`src/alpha_box_blur_region_assert.svh`:
```
// ----------------------------------------------------------------------------
// alpha box blur region assertion macros
// clocked assertion helpers, compiled out when NO_ASSERTIONS is set
// ----------------------------------------------------------------------------
`ifndef ALPHA_BOX_BLUR_REGION_ASSERT_SVH
`define ALPHA_BOX_BLUR_REGION_ASSERT_SVH

`ifndef NO_ASSERTIONS
`define ABB_ASSERT(lbl, prop, msg) \
  lbl: assert property (@(posedge clk_i) disable iff (!rst_ni) (prop)) else $error(msg);
`define ABB_ASSERT_NEVER(lbl, cond, msg) \
  lbl: assert property (@(posedge clk_i) disable iff (!rst_ni) !(cond)) else $error(msg);
`else
`define ABB_ASSERT(lbl, prop, msg)
`define ABB_ASSERT_NEVER(lbl, cond, msg)
`endif

`endif

```
`src/abb_pkg.sv`:
```
// ----------------------------------------------------------------------------
// abb_pkg
// shared constants, types and the reciprocal table of the region alpha blur
// ----------------------------------------------------------------------------
package abb_pkg;

  localparam int MaxWidth    = 1024;
  localparam int MaxRadius   = 3;
  localparam int RingRows    = 2 * MaxRadius + 2;
  localparam int ColW        = $clog2(MaxWidth);
  localparam int RowW        = 10;
  localparam int SlotW       = $clog2(RingRows);
  localparam int AddrW       = SlotW + ColW;
  localparam int AlphaShift  = 24;
  localparam int RecipShift  = 20;
  localparam int SumW        = 14;
  localparam int CountW      = 6;
  localparam int RecipW      = RecipShift + 1;
  localparam int NumRegs     = 7;

  localparam logic [2:0] RegFrameWidth  = 3'd0;
  localparam logic [2:0] RegFrameHeight = 3'd1;
  localparam logic [2:0] RegRegionLeft  = 3'd2;
  localparam logic [2:0] RegRegionTop   = 3'd3;
  localparam logic [2:0] RegRegionW     = 3'd4;
  localparam logic [2:0] RegRegionH     = 3'd5;
  localparam logic [2:0] RegBlurRadius  = 3'd6;

  // effective configuration; frame sizes and radius already clamped
  typedef struct packed {
    logic [10:0] width;
    logic [10:0] height;
    logic [9:0]  left;
    logic [9:0]  top;
    logic [10:0] reg_w;
    logic [10:0] reg_h;
    logic [1:0]  radius;
  } cfg_t;

  typedef struct packed {
    logic             wr;
    logic [AddrW-1:0] waddr;
    logic [31:0]      wdata;
    logic             emit;
    logic [ColW-1:0]  col;
    logic [RowW-1:0]  row;
    logic [SlotW-1:0] slot;
    logic             blur;
    logic             last;
  } job_t;

  // ceil(2^20 / c), exact floor division for sums below 2^14 and c up to 49
  function automatic logic [RecipW-1:0] recip(input logic [CountW-1:0] c);
    logic [RecipW-1:0] m;
    case (c)
      6'd1:  m = 21'd1048576;
      6'd2:  m = 21'd524288;
      6'd3:  m = 21'd349526;
      6'd4:  m = 21'd262144;
      6'd5:  m = 21'd209716;
      6'd6:  m = 21'd174763;
      6'd7:  m = 21'd149797;
      6'd8:  m = 21'd131072;
      6'd9:  m = 21'd116509;
      6'd10: m = 21'd104858;
      6'd11: m = 21'd95326;
      6'd12: m = 21'd87382;
      6'd13: m = 21'd80660;
      6'd14: m = 21'd74899;
      6'd15: m = 21'd69906;
      6'd16: m = 21'd65536;
      6'd17: m = 21'd61681;
      6'd18: m = 21'd58255;
      6'd19: m = 21'd55189;
      6'd20: m = 21'd52429;
      6'd21: m = 21'd49933;
      6'd22: m = 21'd47663;
      6'd23: m = 21'd45591;
      6'd24: m = 21'd43691;
      6'd25: m = 21'd41944;
      6'd26: m = 21'd40330;
      6'd27: m = 21'd38837;
      6'd28: m = 21'd37450;
      6'd29: m = 21'd36158;
      6'd30: m = 21'd34953;
      6'd31: m = 21'd33826;
      6'd32: m = 21'd32768;
      6'd33: m = 21'd31776;
      6'd34: m = 21'd30841;
      6'd35: m = 21'd29960;
      6'd36: m = 21'd29128;
      6'd37: m = 21'd28340;
      6'd38: m = 21'd27595;
      6'd39: m = 21'd26887;
      6'd40: m = 21'd26215;
      6'd41: m = 21'd25576;
      6'd42: m = 21'd24967;
      6'd43: m = 21'd24386;
      6'd44: m = 21'd23832;
      6'd45: m = 21'd23302;
      6'd46: m = 21'd22796;
      6'd47: m = 21'd22311;
      6'd48: m = 21'd21846;
      6'd49: m = 21'd21400;
      default: m = '0;
    endcase
    return m;
  endfunction

endpackage

```
`src/abb_queue.sv`:
```
// ----------------------------------------------------------------------------
// abb_queue
// two-entry job queue between front and back
// ----------------------------------------------------------------------------
module abb_queue import abb_pkg::*; (
  input  logic clk_i,
  input  logic rst_ni,
  input  logic flush_i,
  input  logic push_i,
  input  job_t job_i,
  output logic full_o,
  input  logic pop_i,
  output logic empty_o,
  output job_t job_o
);

  job_t       slots_q [2];
  logic       wptr_q, rptr_q;
  logic [1:0] cnt_q;

  assign full_o  = cnt_q[1];
  assign empty_o = (cnt_q == 2'd0);
  assign job_o   = slots_q[rptr_q];

  always_ff @(posedge clk_i) begin
    if (push_i && !full_o) slots_q[wptr_q] <= job_i;
  end

  always_ff @(posedge clk_i or negedge rst_ni) begin
    if (!rst_ni) begin
      wptr_q <= 1'b0;
      rptr_q <= 1'b0;
      cnt_q  <= '0;
    end else if (flush_i) begin
      wptr_q <= 1'b0;
      rptr_q <= 1'b0;
      cnt_q  <= '0;
    end else begin
      if (push_i && !full_o) wptr_q <= ~wptr_q;
      if (pop_i && !empty_o) rptr_q <= ~rptr_q;
      case ({push_i && !full_o, pop_i && !empty_o})
        2'b10:   cnt_q <= cnt_q + 2'd1;
        2'b01:   cnt_q <= cnt_q - 2'd1;
        default: cnt_q <= cnt_q;
      endcase
    end
  end

endmodule

```
`config.mk`:
```
export PLATFORM = sky130hd
export DESIGN_NAME = abb_queue
export DESIGN_NICKNAME = d
export VERILOG_FILES = /design/src/alpha_box_blur_region_assert.svh /design/src/abb_pkg.sv /design/src/abb_queue.sv
export SDC_FILE = /design/constraint.sdc
export NUM_CORES = 1
export LEC_CHECK = 0
export BUFFER_PORTS_ARGS = -buffer_cell sky130_fd_sc_hd__buf_4
export CAP_MARGIN = 15
export CORE_MARGIN = 3
export CORE_UTILIZATION = 28
export DETAILED_ROUTE_END_ITERATION = 7
export PLACE_DENSITY = 0.55
export SYNTH_ARGS = -nofsm -noshare
export SYNTH_HDL_FRONTEND = slang
export SYNTH_SLANG_ARGS = --single-unit
```
`constraint.sdc`:
```
create_clock -name clk_i -period 12 [get_ports clk_i]
set_input_delay 3 -clock clk_i [delete_from_list [all_inputs] [get_ports clk_i]]
set_output_delay 3 -clock clk_i [all_outputs]
set_load 0.01 [all_outputs]
```
# Word level (Yosys, flattened, before mapping)
# Memories as Yosys holds them, arrays and structs flattened.
# Index checks and enable logic that the tools add are counted.
# word_totals
reg_bits	4
mem_count	1
inputBits	77
ram_bits	144
output_inout_bits	74
elab_cells	26
# op_classes
n_mux	8
add_sub_neg	2
n_reduce_logical	8
eq_ne	2
n_bitwise	2
# mem_list
memory	depth	word_bits	read_ports	rd_clocked_by_memory_dff	write_ports	line_no	rtl
slots_q	2	72	1	0	1	abb_queue.sv:17	job_t slots_q [2];
# op_table
cell	n
$mux 1	6
$pmux 2 s2	1
$reduce_bool 2->1	2
$reduce_bool 3->1	1
$add 2x1->2 const B	1
$eq 2x1->1 const B	1
$eq 2x2->1 const B	1
$logic_and 1x1->1	2
$logic_not 1->1	2
$logic_not 2->1	1
$mux 2	1
$not 1->1	2
$sub 2x1->2 const B	1

# Longest topological paths before layout
# logic_depth
word_depth	6
ltp_mapped	4

# Worst setup path after synthesis
# Ideal clock, no wire load.
# synth_path
path_kind	input to register
start	in push_i
end	mem slots_q[0][0] (netlist bit), enable pin
slack_ns	5.407
stages	2
setup_time_ns	0.502
arrival_time_ns	6.090
cell_sequence	nand2b_1 -> nor2_1
# synth_via
elab_chain_cells	3
# synth_lines
item	line_no	rtl
start, declared	abb_queue.sv:9	input logic push_i,
$logic_and 1x1->1	abb_queue.sv:26	if (push_i && !full_o) slots_q[wptr_q] <= job_i;
$mux 1	abb_queue.sv:26	
$mux 1 (implied by the code)	abb_queue.sv:26	
end, declared	abb_queue.sv:17	
# No other way between the ends.

==> results.sh <==
export IMPL_status="finished clean"
export IMPL_io_buffers=150
export IMPL_synthCells=247
export IMPL_finalSetupViolations=0
export IMPL_synth_ff_latch_count=148
export IMPL_core_area_um2=19800
export IMPL_grt_max_degree=73
export IMPL_max_freq_mhz=179
export IMPL_worstPathBufferInverterCount=2
export IMPL_seqCellArea_um2=4430
export IMPL_timing_rr_end="slots_q[0][27]$_DFFE_PP_"
export IMPL_grt_pass1_wl_mm=16.1
export IMPL_clockBufferDepth=2
export IMPL_cp_cell_sequence="buf_4, mux2_2, buf_4"
export IMPL_gp_congestion=0.646
export IMPL_grt_use_total=0.0961
export IMPL_final_hold_violation_count=0
export IMPL_ir_drop_mv=0.0893
export IMPL_die_y_um=149
export IMPL_cp_depth=3
export IMPL_utilization=0.387
export IMPL_period_minus_slack_ns=5.57
export IMPL_slew_headroom=0.289
export IMPL_overflow=0
export IMPL_drv_slew=0
export IMPL_met2_length_mm=5.34
export IMPL_post_cts_resized=0
export IMPL_m1WireLength_mm=4.57
export IMPL_syn_nets=324
export IMPL_die_w_um=149
export IMPL_wl_per_cell_um=15.7
export IMPL_hold_depth=2
export IMPL_endpoint_kind="primary output"
export IMPL_dp_hpwl_mm=7.05
export IMPL_slowest_stage="dfrtp_4"
export IMPL_die_area_um2=22300
export IMPL_h_tree_depth=4
export IMPL_cp_max_fo=37
export IMPL_postRouteAntennaNets=0
export IMPL_clk_pin_slew_ns=0.06
export IMPL_worstHoldPathType="reg2reg"
export IMPL_final_layout_size_suffix_gt1_frac=0.605
export IMPL_fillers=1844
export IMPL_required_ns=9.00
export IMPL_r2r_slack_ns=9.42
export IMPL_ctsHoldBuffers=0
export IMPL_r2r_cells=3
export IMPL_yosysSeqAreaShare=0.769
export IMPL_synth_cell_area_um2=5750
export IMPL_cts_inserted_buffers=17
export IMPL_cts_tree="built"
export IMPL_crit_top_cell="buf_4"
export IMPL_ys_flop_type="edfxtp_1"
export IMPL_leakage_nw=2.97
export IMPL_yosys_warnings=0
export IMPL_via_per_inst=4.06
export IMPL_area_growth_pct=33.5
export IMPL_layout_nets=487
export IMPL_grt_pass1_vias=2983
export IMPL_hp_start="cnt_q[0]$_DFFE_PN0P_"
export IMPL_tightest_slew_ns=1.06
export IMPL_synth_edff_count=144
export IMPL_synth_top_family_by_area="multiplexers"
export IMPL_dr_wl_met3_um=743
export IMPL_dpl_instance_area_um2=7090
export IMPL_timing_final_crit_share=0.464
export IMPL_synth_fa_ha_area_frac=0
export IMPL_clkLatencyLatePin_ns=0.41
export IMPL_drv_cap=0
export IMPL_reg2reg_from="cnt_q[1]$_DFFE_PN0P_"
export IMPL_wl_mm=10.8
export IMPL_rsz0062_at_grt="no"
export IMPL_cp_start_kind="register"
export IMPL_clock_sinks=148
export IMPL_antenna_found_initial=0
export IMPL_boundaryPins=151
export IMPL_critical_path_class="reg2out"
export IMPL_postSynthAreaPerCell_um2=23.3
export IMPL_synthSimpleGateAreaFrac=0.0107
export IMPL_cpPeakStageDelay_ns=0.90
export IMPL_crit_family="flip-flops"
export IMPL_num_vias=2791
export IMPL_multiInputGateArea_um2=1190
export IMPL_worstHoldEndpoint="cnt_q[0]$_DFFE_PN0P_"
export IMPL_dr_max_layer_used="met4"
export IMPL_power_density_nw_per_um2=171
export IMPL_drt_iter0_markers=104
export IMPL_clock_skew_ns=0.00758
export IMPL_synth_xor_area_frac=0.00304
export IMPL_drc=0
export IMPL_cts_setup_buffers=0
export IMPL_dr_pass1_iters=4
export IMPL_start_util=0.290
export IMPL_design_area_um2=7680
export IMPL_clock_root_buffer="clkbuf_16"
export IMPL_synthMuxAreaShare=0.186
export IMPL_synth_compound_area_frac=0.00500
export IMPL_crit_arrival_ns=2.57
export IMPL_num_rows=51
export IMPL_diodes=0
export IMPL_synthArstFlopShare=0.0270
export IMPL_ys_types=18
export IMPL_fin_setup_tns_ns=0
## worst max path at each step
stage                  startpoint                      end
6_report       rptr_q$_DFFE_PN0P_                job_o[69]
5_1_grt        rptr_q$_DFFE_PN0P_                job_o[69]
4_1_cts        rptr_q$_DFFE_PN0P_                job_o[69]
3_5_place_dp   rptr_q$_DFFE_PN0P_                job_o[69]
3_3_place_gp   rptr_q$_DFFE_PN0P_                job_o[69]
2_1_floorplan              push_i  slots_q[0][0]$_DFFE_PP_
## cell usage after synthesis (2+ instances only)
library cell | number | area share
nand2b_1 | 2 | 0.0022
o21ai_0 | 2 | 0.0017
mux2_4 | 69 | 0.18
nor2_1 | 4 | 0.0026
dfrtp_1 | 4 | 0.017
edfxtp_1 | 144 | 0.75
buf_12 | 7 | 0.024
mux2_2 | 3 | 0.0059
nor2b_1 | 2 | 0.0022
nand2_1 | 2 | 0.0013
## through the flow
step / power, mW / hold WS (ns) / setup WS [ns] / std cells
2_1_floorplan: 0.726 / 0.524 / 5.41 / 247
3_3_place_gp: 0.798 / 0.574 / 6.82 / 656
3_5_place_dp: 0.801 / 0.613 / 6.78 / 656
4_1_cts: 1.33 / 0.622 / 6.32 / 688
5_1_grt: 1.37 / 0.645 / 6.26 / 688
6_report: 1.31 / 0.618 / 6.43 / 688
## flip-flops by register name (all words and copies together), names as in the netlist
signal / cells
slots_q: 144
wptr_q: 1
rptr_q: 1
cnt_q: 2
## kinds of logic (layout without fill, tap and decap cells)
group | after synthesis | count (layout)
AOI/OAI and AO/OA | 5 | 5
xor gates and xnor gates | 2 | 2
buffers and inverters | 8 | 184
DFF | 148 | 148
muxes | 72 | 72
and+or+nand+nor | 12 | 12
## final cells by class
type / instances / area share
multi-input combinational: 91 / 0.155
tap: 265 / 0.0432
clock inverter: 14 / 0.0210
sequential: 148 / 0.577
timing repair buffer: 152 / 0.149
clock buffer: 18 / 0.0559
## worst register-to-register path, cell delays in order, from the launching register on
cell	delay [ns]
dfrtp_1	0.46
nand2b_1	0.25
nor2_4	0.82
buf_4	0.64
## per-layer routing
metal	vias to the layer above	global-route usage
met5	-	0
met4	0	0.0316
met3	9	0.0425
met2	93	0.153
met1	1386	0.118
li1	1303	-
## layout by cell type (no fill, tap or decap), types with 2 or more instances in the layout
cell	synthesis	routed
buf_4	0	152
bufinv_16	0	3
clkbuf_16	0	17
clkinv_1	0	2
clkinv_2	0	4
clkinv_4	0	4
dfrtp_1	4	3
edfxtp_1	144	144
mux2_2	3	3
mux2_4	69	69
nand2_1	2	2
nand2b_1	2	2
nor2_1	4	3
nor2b_1	2	2
o21ai_0	2	2
## power breakdown
group	switching (mW)	internal, mW	total [mW]
clock network	0.199	0.326	0.525
logic	0.0681	0.0951	0.163
registers	0.0148	0.607	0.622
total	0.282	1.03	1.31
No activity file was read; power rests on OpenSTA's default activity.
