## src/alpha_box_blur_region_assert.svh

```systemverilog
// ----------------------------------------------------------------------------
// alpha box blur region assertion macros
// clocked assertion helpers, compiled out when NO_ASSERTIONS is set
// ----------------------------------------------------------------------------
`ifndef ALPHA_BOX_BLUR_REGION_ASSERT_SVH
`define ALPHA_BOX_BLUR_REGION_ASSERT_SVH

`ifndef NO_ASSERTIONS
`define ABB_ASSERT(lbl, prop, msg) \
  lbl: assert property (@(posedge clk_i) disable iff (!rst_ni) (prop)) else $error(msg);
`define ABB_ASSERT_NEVER(lbl, cond, msg) \
  lbl: assert property (@(posedge clk_i) disable iff (!rst_ni) !(cond)) else $error(msg);
`else
`define ABB_ASSERT(lbl, prop, msg)
`define ABB_ASSERT_NEVER(lbl, cond, msg)
`endif

`endif

```

## src/abb_pkg.sv

```systemverilog
// ----------------------------------------------------------------------------
// abb_pkg
// shared constants, types and the reciprocal table of the region alpha blur
// ----------------------------------------------------------------------------
package abb_pkg;

  localparam int MaxWidth    = 1024;
  localparam int MaxRadius   = 3;
  localparam int RingRows    = 2 * MaxRadius + 2;
  localparam int ColW        = $clog2(MaxWidth);
  localparam int RowW        = 10;
  localparam int SlotW       = $clog2(RingRows);
  localparam int AddrW       = SlotW + ColW;
  localparam int AlphaShift  = 24;
  localparam int RecipShift  = 20;
  localparam int SumW        = 14;
  localparam int CountW      = 6;
  localparam int RecipW      = RecipShift + 1;
  localparam int NumRegs     = 7;

  localparam logic [2:0] RegFrameWidth  = 3'd0;
  localparam logic [2:0] RegFrameHeight = 3'd1;
  localparam logic [2:0] RegRegionLeft  = 3'd2;
  localparam logic [2:0] RegRegionTop   = 3'd3;
  localparam logic [2:0] RegRegionW     = 3'd4;
  localparam logic [2:0] RegRegionH     = 3'd5;
  localparam logic [2:0] RegBlurRadius  = 3'd6;

  // effective configuration; frame sizes and radius already clamped
  typedef struct packed {
    logic [10:0] width;
    logic [10:0] height;
    logic [9:0]  left;
    logic [9:0]  top;
    logic [10:0] reg_w;
    logic [10:0] reg_h;
    logic [1:0]  radius;
  } cfg_t;

  typedef struct packed {
    logic             wr;
    logic [AddrW-1:0] waddr;
    logic [31:0]      wdata;
    logic             emit;
    logic [ColW-1:0]  col;
    logic [RowW-1:0]  row;
    logic [SlotW-1:0] slot;
    logic             blur;
    logic             last;
  } job_t;

  // ceil(2^20 / c), exact floor division for sums below 2^14 and c up to 49
  function automatic logic [RecipW-1:0] recip(input logic [CountW-1:0] c);
    logic [RecipW-1:0] m;
    case (c)
      6'd1:  m = 21'd1048576;
      6'd2:  m = 21'd524288;
      6'd3:  m = 21'd349526;
      6'd4:  m = 21'd262144;
      6'd5:  m = 21'd209716;
      6'd6:  m = 21'd174763;
      6'd7:  m = 21'd149797;
      6'd8:  m = 21'd131072;
      6'd9:  m = 21'd116509;
      6'd10: m = 21'd104858;
      6'd11: m = 21'd95326;
      6'd12: m = 21'd87382;
      6'd13: m = 21'd80660;
      6'd14: m = 21'd74899;
      6'd15: m = 21'd69906;
      6'd16: m = 21'd65536;
      6'd17: m = 21'd61681;
      6'd18: m = 21'd58255;
      6'd19: m = 21'd55189;
      6'd20: m = 21'd52429;
      6'd21: m = 21'd49933;
      6'd22: m = 21'd47663;
      6'd23: m = 21'd45591;
      6'd24: m = 21'd43691;
      6'd25: m = 21'd41944;
      6'd26: m = 21'd40330;
      6'd27: m = 21'd38837;
      6'd28: m = 21'd37450;
      6'd29: m = 21'd36158;
      6'd30: m = 21'd34953;
      6'd31: m = 21'd33826;
      6'd32: m = 21'd32768;
      6'd33: m = 21'd31776;
      6'd34: m = 21'd30841;
      6'd35: m = 21'd29960;
      6'd36: m = 21'd29128;
      6'd37: m = 21'd28340;
      6'd38: m = 21'd27595;
      6'd39: m = 21'd26887;
      6'd40: m = 21'd26215;
      6'd41: m = 21'd25576;
      6'd42: m = 21'd24967;
      6'd43: m = 21'd24386;
      6'd44: m = 21'd23832;
      6'd45: m = 21'd23302;
      6'd46: m = 21'd22796;
      6'd47: m = 21'd22311;
      6'd48: m = 21'd21846;
      6'd49: m = 21'd21400;
      default: m = '0;
    endcase
    return m;
  endfunction

endpackage

```

## src/abb_front.sv

```systemverilog
// ----------------------------------------------------------------------------
// abb_front
// tracks input and output positions, decides which pixel is due, issues jobs
// ----------------------------------------------------------------------------
module abb_front import abb_pkg::*; (
  input  logic        clk_i,
  input  logic        rst_ni,
  input  logic        restart_i,
  input  cfg_t        cfg_i,
  input  logic        in_valid_i,
  output logic        in_ready_o,
  input  logic        action_i,
  input  logic [31:0] pixel_in_i,
  input  logic        q_full_i,
  output logic        q_push_o,
  output job_t        q_job_o
);

  logic [ColW-1:0]  in_col_q, in_col_d, em_col_q, em_col_d;
  logic [RowW-1:0]  in_row_q, in_row_d, em_row_q, em_row_d;
  logic [SlotW-1:0] in_slot_q, in_slot_d, em_slot_q, em_slot_d;
  logic             ahead_q, ahead_d;

  logic        accept, wr, ready, in_wrap, blur, last;
  logic [10:0] col_inc, row_inc, ecol_inc, erow_inc, ry, rx;
  logic [11:0] reg_right, reg_bottom;

  assign in_ready_o = ~q_full_i;
  assign accept     = in_valid_i & ~q_full_i;
  assign wr         = ~action_i;

  always_comb begin
    in_col_d  = in_col_q;
    in_row_d  = in_row_q;
    in_slot_d = in_slot_q;
    in_wrap   = 1'b0;
    col_inc   = {1'b0, in_col_q} + 11'd1;
    row_inc   = {1'b0, in_row_q} + 11'd1;
    if (wr) begin
      if (col_inc >= cfg_i.width) begin
        in_col_d  = '0;
        in_slot_d = in_slot_q + SlotW'(1);
        if (row_inc >= cfg_i.height) begin
          in_row_d = '0;
          in_wrap  = 1'b1;
        end else begin
          in_row_d = row_inc[RowW-1:0];
        end
      end else begin
        in_col_d = col_inc[ColW-1:0];
      end
    end

    // last tap this pixel needs, clipped to the frame
    ry = {1'b0, em_row_q} + {9'd0, cfg_i.radius};
    if (ry > cfg_i.height - 11'd1) ry = cfg_i.height - 11'd1;
    rx = {1'b0, em_col_q} + {9'd0, cfg_i.radius};
    if (rx > cfg_i.width - 11'd1) rx = cfg_i.width - 11'd1;

    ready = (ahead_q | in_wrap) || ({1'b0, in_row_d} > ry) ||
            (({1'b0, in_row_d} == ry) && ({1'b0, in_col_d} > rx));

    reg_right  = {2'b0, cfg_i.left} + {1'b0, cfg_i.reg_w};
    reg_bottom = {2'b0, cfg_i.top} + {1'b0, cfg_i.reg_h};
    blur = (em_col_q >= cfg_i.left) && ({2'b0, em_col_q} < reg_right) &&
           (em_row_q >= cfg_i.top) && ({2'b0, em_row_q} < reg_bottom);
    last = ({1'b0, em_row_q} == cfg_i.height - 11'd1) &&
           ({1'b0, em_col_q} == cfg_i.width - 11'd1);

    em_col_d  = em_col_q;
    em_row_d  = em_row_q;
    em_slot_d = em_slot_q;
    ahead_d   = ahead_q | in_wrap;
    ecol_inc  = {1'b0, em_col_q} + 11'd1;
    erow_inc  = {1'b0, em_row_q} + 11'd1;
    if (ready) begin
      if (ecol_inc >= cfg_i.width) begin
        em_col_d  = '0;
        em_slot_d = em_slot_q + SlotW'(1);
        if (erow_inc >= cfg_i.height) begin
          em_row_d = '0;
          ahead_d  = 1'b0;
        end else begin
          em_row_d = erow_inc[RowW-1:0];
        end
      end else begin
        em_col_d = ecol_inc[ColW-1:0];
      end
    end

    q_job_o.wr    = wr;
    q_job_o.waddr = {in_slot_q, in_col_q};
    q_job_o.wdata = pixel_in_i;
    q_job_o.emit  = ready;
    q_job_o.col   = em_col_q;
    q_job_o.row   = em_row_q;
    q_job_o.slot  = em_slot_q;
    q_job_o.blur  = blur;
    q_job_o.last  = last;
  end

  assign q_push_o = accept & (wr | ready);

  always_ff @(posedge clk_i or negedge rst_ni) begin
    if (!rst_ni) begin
      in_col_q  <= '0;
      in_row_q  <= '0;
      in_slot_q <= '0;
      em_col_q  <= '0;
      em_row_q  <= '0;
      em_slot_q <= '0;
      ahead_q   <= 1'b0;
    end else if (restart_i) begin
      in_col_q  <= '0;
      in_row_q  <= '0;
      in_slot_q <= '0;
      em_col_q  <= '0;
      em_row_q  <= '0;
      em_slot_q <= '0;
      ahead_q   <= 1'b0;
    end else if (accept) begin
      in_col_q  <= in_col_d;
      in_row_q  <= in_row_d;
      in_slot_q <= in_slot_d;
      em_col_q  <= em_col_d;
      em_row_q  <= em_row_d;
      em_slot_q <= em_slot_d;
      ahead_q   <= ahead_d;
    end
  end

endmodule

```

## config.mk

```make
export PLATFORM = sky130hd
export DESIGN_NAME = abb_front
export DESIGN_NICKNAME = d
export VERILOG_FILES = /design/src/alpha_box_blur_region_assert.svh /design/src/abb_pkg.sv /design/src/abb_front.sv
export SDC_FILE = /design/constraint.sdc
export NUM_CORES = 1
export LEC_CHECK = 0
export BUFFER_PORTS_ARGS = -buffer_cell sky130_fd_sc_hd__buf_4
export CAP_MARGIN = 20
export CORE_UTILIZATION = 51
export DETAILED_ROUTE_END_ITERATION = 6
export PLACE_DENSITY = 0.9
export SLEW_MARGIN = 40
export SYNTH_ARGS = -nofsm -noshare
export SYNTH_HDL_FRONTEND = slang
export SYNTH_SLANG_ARGS = --single-unit
```

## constraint.sdc

```tcl
create_clock -name clk_i -period 7.3 [get_ports clk_i]
set_input_delay 1.46 -clock clk_i [delete_from_list [all_inputs] [get_ports clk_i]]
set_output_delay 1.46 -clock clk_i [all_outputs]
set_load 0.05 [all_outputs]
```

; ---- Yosys cells after proc, flatten, opt, wreduce, memory -nomap -nowiden
; Index checks and enable logic that the tools add are counted.
[op_classes]
n_eq_ne = 4
add_sub_neg = 12
order_cmp = 12
n_mux = 36
mul = 0
bitwise = 6
shifts = 0
n_div = 0
reduce_logical = 14
[ops]
columns = op, count
row1 = $mux 10, 18
row2 = $add 10x1->11 const B, 4
row3 = $ge 11x11->1, 4
row4 = $eq 10x11->1, 3
row5 = $add 10x11->12, 2
row6 = $lt 10x12->1, 2
row7 = $mux 3, 8
row8 = $add 10x2->11, 2
row9 = $gt 10x11->1, 2
row10 = $gt 11x11->1, 2
row11 = $mux 11, 2
row12 = $sub 11x1->11 const B, 2
row13 = $ge 10x10->1, 2
row14 = $mux 1, 8
row15 = $reduce_bool 2->1, 4
row16 = $add 3x1->3 const B, 2
row17 = $reduce_and 3->1, 2
row18 = $logic_and 1x1->1, 5
row19 = $and 1x1->1, 2
row20 = $logic_or 1x1->1, 2
row21 = $ne 2x2->1 const B, 1
row22 = $not 1->1, 2
row23 = $or 1x1->1, 2
row24 = $reduce_and 2->1, 1
[totals]
n_memories = 0
output_inout_bits = 74
regBits = 47
mem_bits_rw = 0
in_bits = 104
wordCells = 91
latch_bits = 0
rom_bits = 0

; ---- Depth between registers and ports, before layout
; Gate-level depths: netlist (run 1).
[logic_depth]
depth_word = 11
mapped_depth = 25
depth_no_buf = 22

; ---- Worst setup path before layout (run 1)
; No wires, ideal clock.
[synth_timing]
path_kind = input -> output
from = input cfg_i[56] in the netlist's numbering
to = output q_push_o
slack_ns = -0.193
stages = 21
t_required_ns = 5.840
arrival_ns = 6.033
cell_sequence = inv_1 -> ha_1 -> or4b_4 -> nor4_1 -> xnor2_1 -> ha_1 -> nand4_1 -> a211oi_1 -> a211oi_1 -> a41oi_1 -> clkbuf_1 -> nand2_1 -> o21ai_0 -> ha_1 -> a2111oi_0 -> o21ai_0 -> o211a_1 -> o211ai_2 -> a211oi_2 -> or2_4 -> o21a_1
[synth_between]
elab_chain_len = 8
word_cells_on_any_way = 19
classes_between = add/sub (1) / order compare (4) / eq/ne (1) / mux (7) / bitwise (3) / reduce/logical (3)
[synth_rtl]
columns = element, line
row1 = from (decl), abb_front.sv:9  ; input cfg_t cfg_i,
row2 = $sub 11x1->11 / $ge 11x11->1 (equally long branches), "abb_front.sv:58, abb_front.sv:40"
row3 = $gt 11x11->1 (tied with other cells), abb_front.sv:58  ; if (rx > cfg_i.width - 11'd1) rx = cfg_i.width - 11'd1;
row4 = $mux 11 (tied with other cells), abb_front.sv:58
row5 = $gt 10x11->1 (tied with other cells), abb_front.sv:61  ; (({1'b0, in_row_d} == ry) && ({1'b0, in_col_d} > rx));
row6 = $logic_and 1x1->1 / $logic_or 1x1->1 (equally long branches), "abb_front.sv:61, abb_front.sv:60"
row7 = $logic_or 1x1->1 (*), abb_front.sv:60  ; ready = (ahead_q | in_wrap) || ({1'b0, in_row_d} > ry) ||
row8 = via ready, abb_front.sv:24  ; logic accept, wr, ready, in_wrap, blur, last;
row9 = $or 1x1->1 (*), abb_front.sv:102  ; assign q_push_o = accept & (wr | ready);
row10 = $and 1x1->1 (*), abb_front.sv:102
row11 = to (decl), abb_front.sv:15  ; output logic q_push_o,
; Mark *: on every way through the listed nets, which the timed path passes. The rest lies on a longest branch.

; ---- Final worst setup path (run 1)
[layout_timing]
from = input cfg_i[0] in the netlist's numbering
to = output q_push_o
[layout_between]
elab_chain_len = 8
word_cells_on_any_way = 14
classes_between = add/sub (2) / order compare (4) / eq/ne (1) / mux (2) / bitwise (2) / reduce/logical (3)
[layout_rtl]
columns = element, line
row1 = "$add 10x2->11, on equally long branches", "abb_front.sv:55, abb_front.sv:57"
row2 = "$gt 11x11->1, on equally long branches", "abb_front.sv:56, abb_front.sv:58"
row3 = "$mux 11, on equally long branches", "abb_front.sv:56, abb_front.sv:58"
row4 = $gt 10x11->1 (tied with other cells), abb_front.sv:60
row5 = $logic_or 1x1->1 / $logic_and 1x1->1 (equally long branches), "abb_front.sv:60, abb_front.sv:61"
row6 = $logic_or 1x1->1 (*), abb_front.sv:60
row7 = $or 1x1->1 (*), abb_front.sv:102
row8 = $and 1x1->1 (*), abb_front.sv:102
; Mark *: on every way between the ends. The rest lies on a longest branch, timed or not.

==> flow_summary.yaml, run 1 <==
outcome:
  status: "finished with violations"
  failed_checks: "negative setup slack"
detailed_routing:
  wire_per_inst_um: 17.9
  drtPass1Iterations: 5
  ant_nets: 0
  drc: 0
  num_vias: 7821
  vias_per_cell: 6.17
  drt-total-wl_um: 22600
  drt_iter0_markers: 578
synthesis:
  synth_cells: 999
  ys_seq_area_frac: 0.148
  yosys_warnings: 0
  synth_flop_cell: "dfrtp_1"
  yosys.area.top_type: "ha_1"
  synth-compound-area-share: 0.203
  synth_edf_count: 0
  synthMuxAreaShare: 0.00833
  synthesis.nets: 1263
  synth-adder-area-share: 0.255
  syn_area_um2: 7960
  synth-simple-area-share: 0.183
  ys_types: 71
  synthArstFlopShare: 1.00
  synth_common_cells: "ha_1 (156), nand2_1 (95), nor2_1 (67)"
  synth.area.top_cells: "ha_1 (25%), dfrtp_1 (15%), xnor2_1 (6.4%)"
  synth_xor_area_frac: 0.118
  yosys.area.top_type_share: 0.245
  yosysMostFrequentCell: "ha_1"
  syn_area_per_cell_um2: 7.97
  synth_top_family_by_area: "adder cells"
  synth-seq-cells: 47
global_routing:
  first_global_vias: 7311
  grt_pass1_wl_um: 35500
  gr-total-overflow: 0
  grt_max_degree: 48
  grt_antenna_before_repair: 0
  grt_usage: 0.272
setup_path:
  crit_top_cell: "a211oi_2"
  path_cells: "buf_4 > ha_1 > fa_2 > nand3_1 > nor2_1 > xor2_2 > ha_4 > a211oi_2 > o21bai_1 > a211oi_2 > a41oi_2 > buf_6 > nand2_1 > o21ai_0 > ha_1 > nand4_1 > or3_1 > o211a_1 > o211ai_2 > a211oi_2 > or2_4 > o21a_4 > buf_8"
  slowest_stage: "fa_2"
  critPathMaxFanout: 8
  crit_path_start_kind: "input pin"
  cp_num_buf_inv: 3
  critPathArrivalTime_ps: 5870
  crit_path_end_kind: "primary output"
  slowest_delay_ps: 380
  cp.required_ps: 5840
  crit_family: "compound AO/OA/AOI/OAI gates"
  path_class: "in -> out"
timing:
  setup_viol: 1
  setup_ws_ps: -28.7
  slew_headroom: 0.555
  worst_pin_slew_ps: 663
  hold_viol: 0
  rsz0062_at_grt: "true"
  fin_crit_sh: 1.00
  skew_ps: 12.1
  fmax_mhz: 136
  period_minus_slack_ps: 7330
  maxSlewViolCount: 0
die:
  die_h_um: 127
  core-area_um2: 15200
  fp.dieArea_um2: 16100
  start_util: 0.524
  io_pins: 178
  die_w_um: 127
  rows: 45
clock_network:
  clk_latency_ps: 310
  clk_pin_slew_ps: 70
  holdBufCountCts: 0
  cts_buffers: 5
  cts_sinks: 47
  cts-root-buf: "clkbuf_16"
  tritoncts: "built"
  cts_max_level: 2
  clockBufferDepth: 2
finish:
  n_antenna_cell: 0
  areaGrowthSynthToFinish_pct: 16.1
  final_nets: 1343
  stdcell_count: 1268
  final_layout_size_suffix_gt1_frac: 0.197
  final_area_um2: 9240
placement:
  routabilityCongestion: 0.950
  dp_hpwl_um: 17500
  placed_cell_area_um2: 8830
  dp.cells: 1253
  portBuffers: 113
flow_run:
  drv_cap: 0
power_and_ir_drop:
  irDropWorstVdd_mv: 0.114
  p_per_area_nw_per_um2: 96.3
  cellLeakagePower_nw: 4.75
worst_hold_path:
  hold_class: "reg -> reg"
==> through the flow <==
stage                     worst slack (ps)  total power [mW]  TNS, ps  utilization  hold slack, ps
after floorplan                       22.4             0.533        0            -             548
after global placement                26.0             0.584        0        0.580             534
after detailed placement              -273             0.599     -507        0.581             551
after CTS                             9.89             0.877        0        0.596             567
after global routing                  -144             0.937     -253        0.608             602
final                                -28.7             0.890    -28.7        0.608             566
==> area by class of cell <==
type | count | area (µm²)
clock buffer | 5 | 125
clock inverter | 3 | 47.5
fill | 1287 | 5960
inverter | 65 | 249
multi-input combinational | 814 | 6280
sequential | 47 | 1180
tap | 188 | 235
timing repair buffer | 146 | 1130
==> worst register-to-register path, delay by kind of cell, from the launching register on <==
family,cells,cell delay (ps)
AOI/OAI and AO/OA,8,2090
xor gates and xnor gates,1,200
adders and majority gates,2,630
buffers and inverters,2,240
DFF,1,480
muxes,1,330
and+or+nand+nor,9,1750
==> path summary, 6_finish.rpt <==
path	from	endpoint	slack, ps	cells after the start
max	cfg_i[0]	q_push_o	-30	23
min	in_slot_q[2]	in_slot_q[2]	570	2
max reg2reg	in_col_q[2]	em_col_q[5]	1480	23
min reg2reg	in_slot_q[2]	in_slot_q[2]	570	2
max in group asynchronous	rst_ni	em_row_q[8]	5700	1
min in group asynchronous	rst_ni	in_row_q[7]	1180	1
==> where the power goes <==
group / internal, mW / total (mW) / switching (mW) / leakage (nW)
combinational: 0.153 / 0.341 / 0.188 / 4.02
clock: 0.164 / 0.277 / 0.113 / 0.0844
sequential: 0.264 / 0.273 / 0.00826 / 0.650
==> sequential cells by signal, indices dropped and copies added (netlist names) <==
signal / flops
ahead_q: 1
em_col_q: 10
em_row_q: 10
em_slot_q: 3
in_col_q: 10
in_row_q: 10
in_slot_q: 3
==> cell families after synthesis <==
group	count (synthesis)
and+or+nand+nor	302
adders and majority gates	160
buffers and inverters	138
xor gates and xnor gates	106
AOI/OAI and AO/OA	240
DFF	47
muxes	6
==> timing repair <==
action | 4_1_cts | 5_1_grt
setup endpoints to repair | 2 | 2
setup buffers | 2 | 5
resized for setup | 9 | 36
pin swaps | 5 | 20
==> layer usage <==
metal	GRT usage	up-vias	part of all wire
met5	0	-	0
met4	0.102	0	0.035
met3	0.0304	68	0.078
met2	0.463	405	0.47
met1	0.352	3649	0.42
li1	-	3699	-
==> placed cells by master, fill, tap and decap left out, types with 46 or more instances in the layout <==
cell     count
a21oi_1     60
dfrtp_1     47
inv_1       62
xor2_1      46
buf_4      139
ha_1       153
xnor2_1     56
nand2_1     95
nor2_1      65
o21ai_0     55
(Power assumes the default switching activity.)
==> inputs of run 2 (changes only) <==
--- a/config.mk
+++ b/config.mk
@@ -10,6 +10,7 @@
 export CORE_UTILIZATION = 51
 export DETAILED_ROUTE_END_ITERATION = 6
 export PLACE_DENSITY = 0.9
+export RECOVER_POWER = 50
 export SLEW_MARGIN = 40
 export SYNTH_ARGS = -nofsm -noshare
 export SYNTH_HDL_FRONTEND = slang
==> constraint.sdc (replaced) <==
create_clock -name clk_i -period 7.3 [get_ports clk_i]
set_input_delay 0.73 -clock clk_i [delete_from_list [all_inputs] [get_ports clk_i]]
set_output_delay 0.73 -clock clk_i [all_outputs]
set_load 0.05 [all_outputs]
==> run 2 against run 1 <==
Compared with the run above:
- highest routed layer unchanged
- the run ends with max-capacitance violations, max-slew violations left
- die area unchanged
- clock skew decreased by 5.5 ps
- routed wire length decreased by 1.6%
- largest cell class unchanged
- setup slack improved by 620 ps
==> flow_summary.yaml, run 2 (synthesis gave the netlist of run 1 again) <==
clock_network:
  postCtsSetupRepairBufs: 0
  clockBufferDepth: 2
  holdBufCountCts: 0
  cts-root-buf: "clkbuf_16"
  cts_buffers: 5
  clk_pin_slew_ps: 70
  tritoncts: "built"
  cts_sinks: 47
  cts_max_level: 2
  clk_latency_ps: 300
  cts_repair_resize_count: 0
worst_hold_path:
  hold-path-cell-count: 2
  hold_path.startpoint: "in_slot_q[2]"
  hold_class: "reg -> reg"
  hold_end: "in_slot_q[2]"
power_and_ir_drop:
  p_per_area_nw_per_um2: 102
  clockPowerShare: 0.342
  switching_share: 0.334
  cellLeakagePower_nw: 4.56
  p_sw_uw: 300
  p_int_uw: 599
  irDropWorstVdd_mv: 0.0843
  pwr-share-seq: 0.303
  comb_power_share: 0.355
setup_path:
  path_class: "reg -> out"
  reg2regPathDepth: 21
  critPathMaxFanout: 13
  r2r_slack_ps: 1100
  crit_top_cell: "ha_1"
  path_cells: "ha_1 > and3_1 > and3_1 > nand3_1 > xnor2_1 > ha_1 > a2111oi_0 > o21ai_0 > o32a_1 > nor2_1 > nand2_1 > o21ai_0 > ha_1 > nand4_1 > nor2_1 > nand4_1 > o211a_1 > a211oi_2 > or2_4 > o21a_1 > buf_4"
  cp.required_ps: 6570
  crit_path_end_kind: "primary output"
  reg2reg_to: "em_row_q[6]"
  rr_startpoint: "in_row_q[0]"
  critPathArrivalTime_ps: 5980
  slowest_delay_ps: 560
  slowest_stage: "o32a_1"
  crit_path_start_kind: "flop"
timing:
  skew_ps: 6.56
  tns_ps: 0
  holdWs_ps: 549
  maxSlewViolCount: 48
  fmax_mhz: 149
  slew_headroom: -0.931
  rsz0062_at_grt: "false"
  setup_viol: 0
  period_minus_slack_ps: 6710
  setup_ws_ps: 588
  worst_pin_slew_ps: 2900
  fin_crit_sh: 0.919
  hold_viol: 0
die:
  core-area_um2: 15200
  die_w_um: 127
  io_pins: 178
  die_h_um: 127
  rows: 45
  fp.dieArea_um2: 16100
  start_util: 0.524
finish:
  final_layout_size_suffix_gt1_frac: 0.144
  layout_commonest_cell: "ha_1"
  final_area_um2: 8820
  regArea_um2: 1180
  layout_common_cells: "ha_1 (156), buf_4 (111), nand2_1 (95)"
  n_antenna_cell: 0
  multi_input_area_um2: 6120
  n_fill_cell: 1379
  final_nets: 1314
  areaGrowthSynthToFinish_pct: 10.8
global_routing:
  grt_pass1_wl_um: 36100
  first_global_vias: 7346
  grt_antenna_before_repair: 0
  grt_max_degree: 48
  gr-total-overflow: 0
  grt_usage: 0.281
placement:
  dp_hpwl_um: 18000
  portBuffers: 113
  pre_cts_ws_ps: 1020
  placed_cell_area_um2: 8640
  routabilityCongestion: 0.956
detailed_routing:
  drtPass1Iterations: 5
  wire_per_inst_um: 18.0
  vias_per_cell: 6.06
  drt-total-wl_um: 22300
  drt_iter0_markers: 499
  drc: 0
  num_vias: 7507
  ant_nets: 0
flow_run:
  drv_cap: 1
outcome:
  failed_checks: "max-capacitance violations, max-slew violations"
  status: "finished with violations"
## run 2: power groups by stage
stage / Sequential (mW) / Clock, mW / Combinational [mW]
finish: 0.272 / 0.308 / 0.319
global route: 0.273 / 0.323 / 0.352
CTS: 0.272 / 0.313 / 0.316
detailed placement: 0.277 / 0 / 0.313
global placement: 0.277 / 0 / 0.302
floorplan: 0.279 / 0 / 0.253
## run 2: worst max-delay path: cells and delay by family (launching register included)
family / cells / cell delay [ps]
fa+ha+maj: 3 / 770
flops: 1 / 460
xor+xnor: 1 / 210
buf+inv: 1 / 190
simple gates: 9 / 1840
compound gates: 7 / 2210
## run 2: cell type report
cell class | instances | area share
multi-input combinational | 814 | 0.694
timing repair buffer | 117 | 0.0970
clock buffer | 6 | 0.0146
clock inverter | 2 | 0.00681
tap | 188 | 0.0267
inverter | 65 | 0.0277
sequential | 47 | 0.133
## run 2: worst max path at each step
stage | to | cells after the start | startpoint | slack, ps
after floorplan | q_push_o | 21 | cfg_i[56] | 1270
after global placement | q_push_o | 22 | cfg_i[55] | 1050
after detailed placement | q_push_o | 22 | cfg_i[56] | 1020
after CTS | q_push_o | 21 | in_row_q[0] | 770
after global routing | q_push_o | 21 | in_row_q[0] | 190
final | q_push_o | 21 | in_row_q[0] | 590
## run 2: layer usage
layer  part of all wire  track usage
met1               0.44        0.359
met4              0.025       0.0833
met2               0.48        0.496
met3              0.059       0.0299
met5                  0            0
## run 2: through the flow
step           cells  utilization  power (mW)
2_1_floorplan    999            -       0.532
3_5_place_dp    1231        0.569       0.591
6_report        1239        0.580       0.899
4_1_cts         1239        0.581       0.900
3_3_place_gp    1231        0.569       0.579
5_1_grt         1239        0.580       0.948
